==> src/rtl/core/ngram_pool_lru_table_assert.svh <==
// Assertion macros used by the n-gram pool engine.
`ifndef NGRAM_POOL_LRU_TABLE_ASSERT_SVH
`define NGRAM_POOL_LRU_TABLE_ASSERT_SVH
// Check an implication on every clock edge outside reset.
`define NPL_ASSERT_IMP(label, clk, rst_n, ante, cons, msg) \
  label: assert property (@(posedge clk) disable iff (!rst_n) (ante) |-> (cons)) \
    else $error(msg);
// Check an implication in the following cycle.
`define NPL_ASSERT_NEXT(label, clk, rst_n, ante, cons, msg) \
  label: assert property (@(posedge clk) disable iff (!rst_n) (ante) |=> (cons)) \
    else $error(msg);
`endif

==> src/rtl/core/npl_pkg.sv <==
// Shared types and codes of the n-gram pool table.
package npl_pkg;
  localparam int unsigned KEY_BITS = 16;
  localparam int unsigned FIELD_BITS = 16;
  localparam int unsigned FIELDS = 3;
  localparam int unsigned CNT_BITS = 4;
  localparam int unsigned POOL_DEPTH = 8;

  typedef enum logic [1:0] {
    OP_INSERT = 2'd0,
    OP_GUESS  = 2'd1,
    OP_CLEAR  = 2'd2,
    OP_NONE   = 2'd3
  } op_e;

  typedef struct packed {
    op_e                   op;
    logic [KEY_BITS-1:0]   key;
    logic [FIELD_BITS-1:0] tok_a;
    logic [FIELD_BITS-1:0] tok_b;
    logic [FIELD_BITS-1:0] tok_c;
    logic [CNT_BITS-1:0]   guess_count;
  } req_t;
endpackage

==> src/rtl/core/npl_front.sv <==
// Request front end: mask tokens, drop unused codes, two-entry queue.
module npl_front import npl_pkg::*; #(
  parameter int unsigned TOKEN_BITS = 16,
  parameter int unsigned NGRAM_LEN  = 3
) (
  input  logic clk_i,
  input  logic rst_ni,
  input  logic in_valid_i,
  output logic in_ready_o,
  input  req_t req_i,
  output logic q_valid_o,
  input  logic q_ready_i,
  output req_t q_req_o
);
  localparam int unsigned TB = (TOKEN_BITS < FIELD_BITS) ? TOKEN_BITS : FIELD_BITS;
  localparam logic [FIELD_BITS-1:0] TMASK = FIELD_BITS'((17'd1 << TB) - 17'd1);

  req_t slot_q [2];
  logic wp_q, rp_q;
  logic [1:0] cnt_q;
  req_t clean;
  logic push, pop;

  always_comb begin
    clean = req_i;
    clean.tok_a = (NGRAM_LEN > 0) ? (req_i.tok_a & TMASK) : '0;
    clean.tok_b = (NGRAM_LEN > 1) ? (req_i.tok_b & TMASK) : '0;
    clean.tok_c = (NGRAM_LEN > 2) ? (req_i.tok_c & TMASK) : '0;
  end

  assign in_ready_o = (cnt_q != 2'd2);
  // Unused op codes are dropped here without entering the queue.
  assign push = in_valid_i && in_ready_o && (req_i.op != OP_NONE);
  assign pop = q_valid_o && q_ready_i;
  assign q_valid_o = (cnt_q != 2'd0);
  assign q_req_o = slot_q[rp_q];

  always_ff @(posedge clk_i) begin
    if (push) slot_q[wp_q] <= clean;
  end

  always_ff @(posedge clk_i or negedge rst_ni) begin
    if (!rst_ni) begin
      wp_q <= 1'b0;
      rp_q <= 1'b0;
      cnt_q <= 2'd0;
    end else begin
      if (push) wp_q <= ~wp_q;
      if (pop) rp_q <= ~rp_q;
      cnt_q <= cnt_q + {1'b0, push} - {1'b0, pop};
    end
  end
endmodule

==> config.mk <==
export PLATFORM = sky130hd
export DESIGN_NAME = npl_front
export DESIGN_NICKNAME = d
export VERILOG_FILES = /design/src/rtl/core/ngram_pool_lru_table_assert.svh /design/src/rtl/core/npl_pkg.sv /design/src/rtl/core/npl_front.sv
export SDC_FILE = /design/constraint.sdc
export NUM_CORES = 1
export LEC_CHECK = 0
export BUFFER_PORTS_ARGS = -buffer_cell sky130_fd_sc_hd__buf_2
export CAP_MARGIN = 20
export CORE_AREA = 2 2 122 124
export DETAILED_ROUTE_END_ITERATION = 8
export DIE_AREA = 0 0 124 126
export SYNTH_ARGS = -nofsm -noshare
export SYNTH_HDL_FRONTEND = slang
export SYNTH_SLANG_ARGS = --single-unit
==> constraint.sdc <==
create_clock -name clk_i -period 3.9 [get_ports clk_i]
set_input_delay 0.585 -clock clk_i [delete_from_list [all_inputs] [get_ports clk_i]]
set_output_delay 0.585 -clock clk_i [all_outputs]
set_load 0.01 [all_outputs]
# After elaboration in Yosys (flattened, before gate mapping)
# Memories as Yosys holds them, arrays and structs flattened.
# Index checks and enable logic that the tools add are counted.
[totals] register_bits=4 latch_bits=0 ramBits=140 romBits=0 input_bits=74 mem_count=1
[memory_table] name="slot_q" words=2 width=70 rd=1 rd_ports_with_merged_regs=0 write_ports=1 line="npl_front.sv:18" source="req_t slot_q [2];"
[classes] add_sub_neg=2 multipliers=0 div=0 n_lt_le_gt_ge=0 eq_ne=2 n_shift=0 mux=2 bitwise_logic=2 reduce_logical=4
[op_table] op="$ne 2x2->1 const B" count=2
[op_table] op="$logic_and 1x1->1" count=3
[op_table] op="$add 2x1->2" count=1
[op_table] op="$mux 1" count=2
[op_table] op="$not 1->1" count=2
[op_table] op="$reduce_bool 2->1" count=1
[op_table] op="$sub 2x1->2" count=1

# Longest topological paths before layout
[logic_depth] word_depth=5 ltp_mapped=7 ltp_nobuf=7

# Worst setup path after synthesis
# Ideal clock, no wire load.
[synth_path] path_kind="input to register" from="in req_i[68] (netlist bit)" to="mem slot_q[0][0] (netlist bit), enable pin" t_arrival_ns=3.734 t_required_ns=3.401 setup_slack_ns=-0.333 stages=3 path_buffers=0 path_cell_list="nand2_1 -> nand3_1 -> nor2_1"
[synth_via] elab_chain_len=4
[synth_rtl] item="start: declaration" line="npl_front.sv:10" source="input req_t req_i,"
[synth_rtl] item="$ne 2x2->1" line="npl_front.sv:33" source="assign push = in_valid_i && in_ready_o && (req_i.op != OP_NONE);"
[synth_rtl] item="$logic_and 1x1->1" line="npl_front.sv:33"
[synth_rtl] item="$mux 1" line="npl_front.sv:39" source="if (push) slot_q[wp_q] <= clean;"
[synth_rtl] item="$mux 1 (not written as such)" line="npl_front.sv:39"
[synth_rtl] item="end: declaration" line="npl_front.sv:18"
# No other way between the ends.

==> reports/results.txt <==
GRT Total Usage - 12.48%
CP Data Arrival Time - 2180 ps
Grt met2 use - 19.13%
Final setup fails - 0
Syn avg cell area - 23.66 um2
I/O pin count - 146
Crit path time final - 2768 ps
Die width - 124 um
Cell count after synthesis - 237
Clock Sinks - 144
CTS tree - done
Post-Layout Cell Count - 596
CTS Buffer Depth - 2
Static Leak - 2.841 nW
Placer's final routability congestion estimate - 0.6654
Sequential area share after synthesis - 76.75%
DRT Pass-1 Iters - 5
Largest family of logic cells by synthesized area - multiplexers
Starting density of the core - 39.18%
Routed vias - 2658
Detailed Route WL - 9.467 mm
Status - finished, final reports clean
Die area - 15620 um2
M3 GR Usage - 4.982%
Yosys top cell by area - edfxtp_1
Number of global-route vias before repair - 2797
Met1 usage in global routing - 15.49%
WP data required - 3310 ps
Netlist cell types - 16
Wire length per cell - 15.88 um
Initial DRC Count - 135
Adder-cell share of the synthesized area - 0.4462%
Vias per cell - 4.460
Combinational power share - 27.7%
# fillers - 1235
Main synth FF type - edfxtp_1
Post-CTS Setup Bufs - 0
Most frequent cell after synthesis - edfxtp_1
Slew Limit Fails - 0
ANT cells - 0
Largest net degree at the start of global routing - 44
Fin area - 7069 um2
Pwr/cell area - 741.6 nW/um2
Initial antenna violation count - 0
H-tree lvl count - 4
Sw Share - 26.92%
Mapped cell area - 5608 um2
Async set-reset flop share out of synthesis - 2.778%
FF+latch count, synth - 144
Slew Limit Headroom - 46.79%
Clock Pin Slew Worst Setup and Hold Paths - 60 ps
Hold buffers post-CTS - 1
Top cells by area, synth - edfxtp_1, mux2_4, buf_12
Global-route wire length before repair - 14.23 mm
Sw Pwr - 1.411 mW
Sequential Power Share - 42.4%
RSZ-0062 raised after global routing - no
Worst Setup Path Type - register to output pin
CP cell instances - buf_12, mux2_4, buf_2
Post-Syn Nets - 313
Detailed placement HPWL - 6.183 mm
Fin. Hold Viols - 0
Core Area - 14310 um2
Crit end category - output pin
Final period utilization - 70.98%
Top cells by count, synth - edfxtp_1, mux2_4, buf_12
Clock skew - 5.895 ps
Maximum VDD drop - 0.3845 mV
Synth Area in XOR/XNOR - 0.6247%
Crit path max fanout - 41
Slew at the pin with the worst max-slew slack - 798.1 ps
Internal Dissipation - 3.831 mW
Max Cap Viol - 0
F_max - 361.3 MHz
Startpoint Class - register
Clock power frac - 29.9%
DR DRC count - 0
Share of cells above drive strength 1 - 61.17%
Worst hold margin - 360.6 ps
GRT Residual Overflow - 0
Cells on worst reg2reg path - 4
Area growth from synthesis to layout - 26.06%
Simple-gate portion of the synthesized area - 0.6693%
IO Port Bufs - 145
Worst hold path class - input pin to register
Antenna-violating nets left - 0
CTS Buf Count - 17
Top cell type's share of synthesized area - 74.97%
Largest stage delay, worst path - 930 ps
Busiest grt layer - met2
Nets - 475
CTS root buf - clkbuf_16
Core Rows - 44
Worst path slowest cell - dfrtp_4
Synth Area in Compound Gates - 0%
Synth warn - 0
Dpl cells - 563
Post-synth EDFFs - 140
Placement-stage cell area - 6481 um2
Worst-Skew Late Latency - 410 ps
Height of the die - 126 um
Final core utilization - 49.39%
WHS Path Cells - 1
Mux contribution to synthesized area - 18.67%
Post-cts repair resize count - 0
## final timing paths
kind,start,endpoint,slack [ps]
worst min-delay path,req_i[64],slot_q[0][64],360
worst min register to register,cnt_q[1],cnt_q[1],500
worst max register to register,cnt_q[0],slot_q[0][51],2070
max in group asynchronous,rst_ni,rp_q,3260
min in group asynchronous,rst_ni,wp_q,500
worst max-delay path,rp_q,q_req_o[57],1130
## power groups by stage
| stage | logic [mW] | registers (mW) | clock network [mW] |
|---|---|---|---|
| after floorplan | 1.24 | 2.14 | 0 |
| after CTS | 1.49 | 2.23 | 1.62 |
| final | 1.45 | 2.22 | 1.57 |
| after global routing | 1.57 | 2.26 | 1.68 |
| after global placement | 1.47 | 2.25 | 0 |
| after detailed placement | 1.48 | 2.26 | 0 |
## layout make-up
cell class | count | area (um2) | share of cell area [%]
multi-input cells | 83 | 1160 | 16.41
clock buffers | 19 | 432.9 | 6.124
well taps | 184 | 230.2 | 3.257
flip-flops and latches | 144 | 4308 | 60.94
repair buffers | 151 | 785.8 | 11.12
inverters | 2 | 7.507 | 0.1062
clock inverters | 13 | 145.1 | 2.053
## cell families after synthesis
family / count (synthesis)
xor gates and xnor gates: 4
muxes: 70
adders and majority gates: 2
and+or+nand+nor: 7
buffers and inverters: 10
DFF: 144
## cell usage in the layout (no fill, tap or decap), types with 2 or more instances in the layout
cell        instances
buf_4               4
clkbuf_1            2
clkbuf_16          17
edfxtp_1          140
clkinv_1            2
mux2_4             69
dfrtp_1             3
bufinv_16           3
buf_2             145
inv_1               2
xnor2_1             3
nor2_4              2
clkinvlp_4          3
ha_1                2
clkinv_2            5
## through the flow
step / total power [mW] / setup WS (ps) / setup TNS [ps]
3_3_place_gp: 3.723 / 1524 / 0
2_1_floorplan: 3.379 / -332.8 / -46600
5_1_grt: 5.512 / 1011 / 0
4_1_cts: 5.341 / 1064 / 0
3_5_place_dp: 3.745 / 1516 / 0
6_report: 5.243 / 1132 / 0
## layer usage
layer,wire length [um],up-vias
met5,0,-
met4,138,0
met3,832,11
met2,4514,103
met1,3982,1287
li1,-,1257
## state kept, by name (all words and copies together), names as in the netlist
name    flops
cnt_q       2
wp_q        1
slot_q    140
rp_q        1
## critical path, delay by kind of cell, from the launching register on
kind | cells | cell delay, ps
buffers and inverters | 2 | 470
DFF | 1 | 930
muxes | 1 | 330
(Power assumes the default switching activity.)
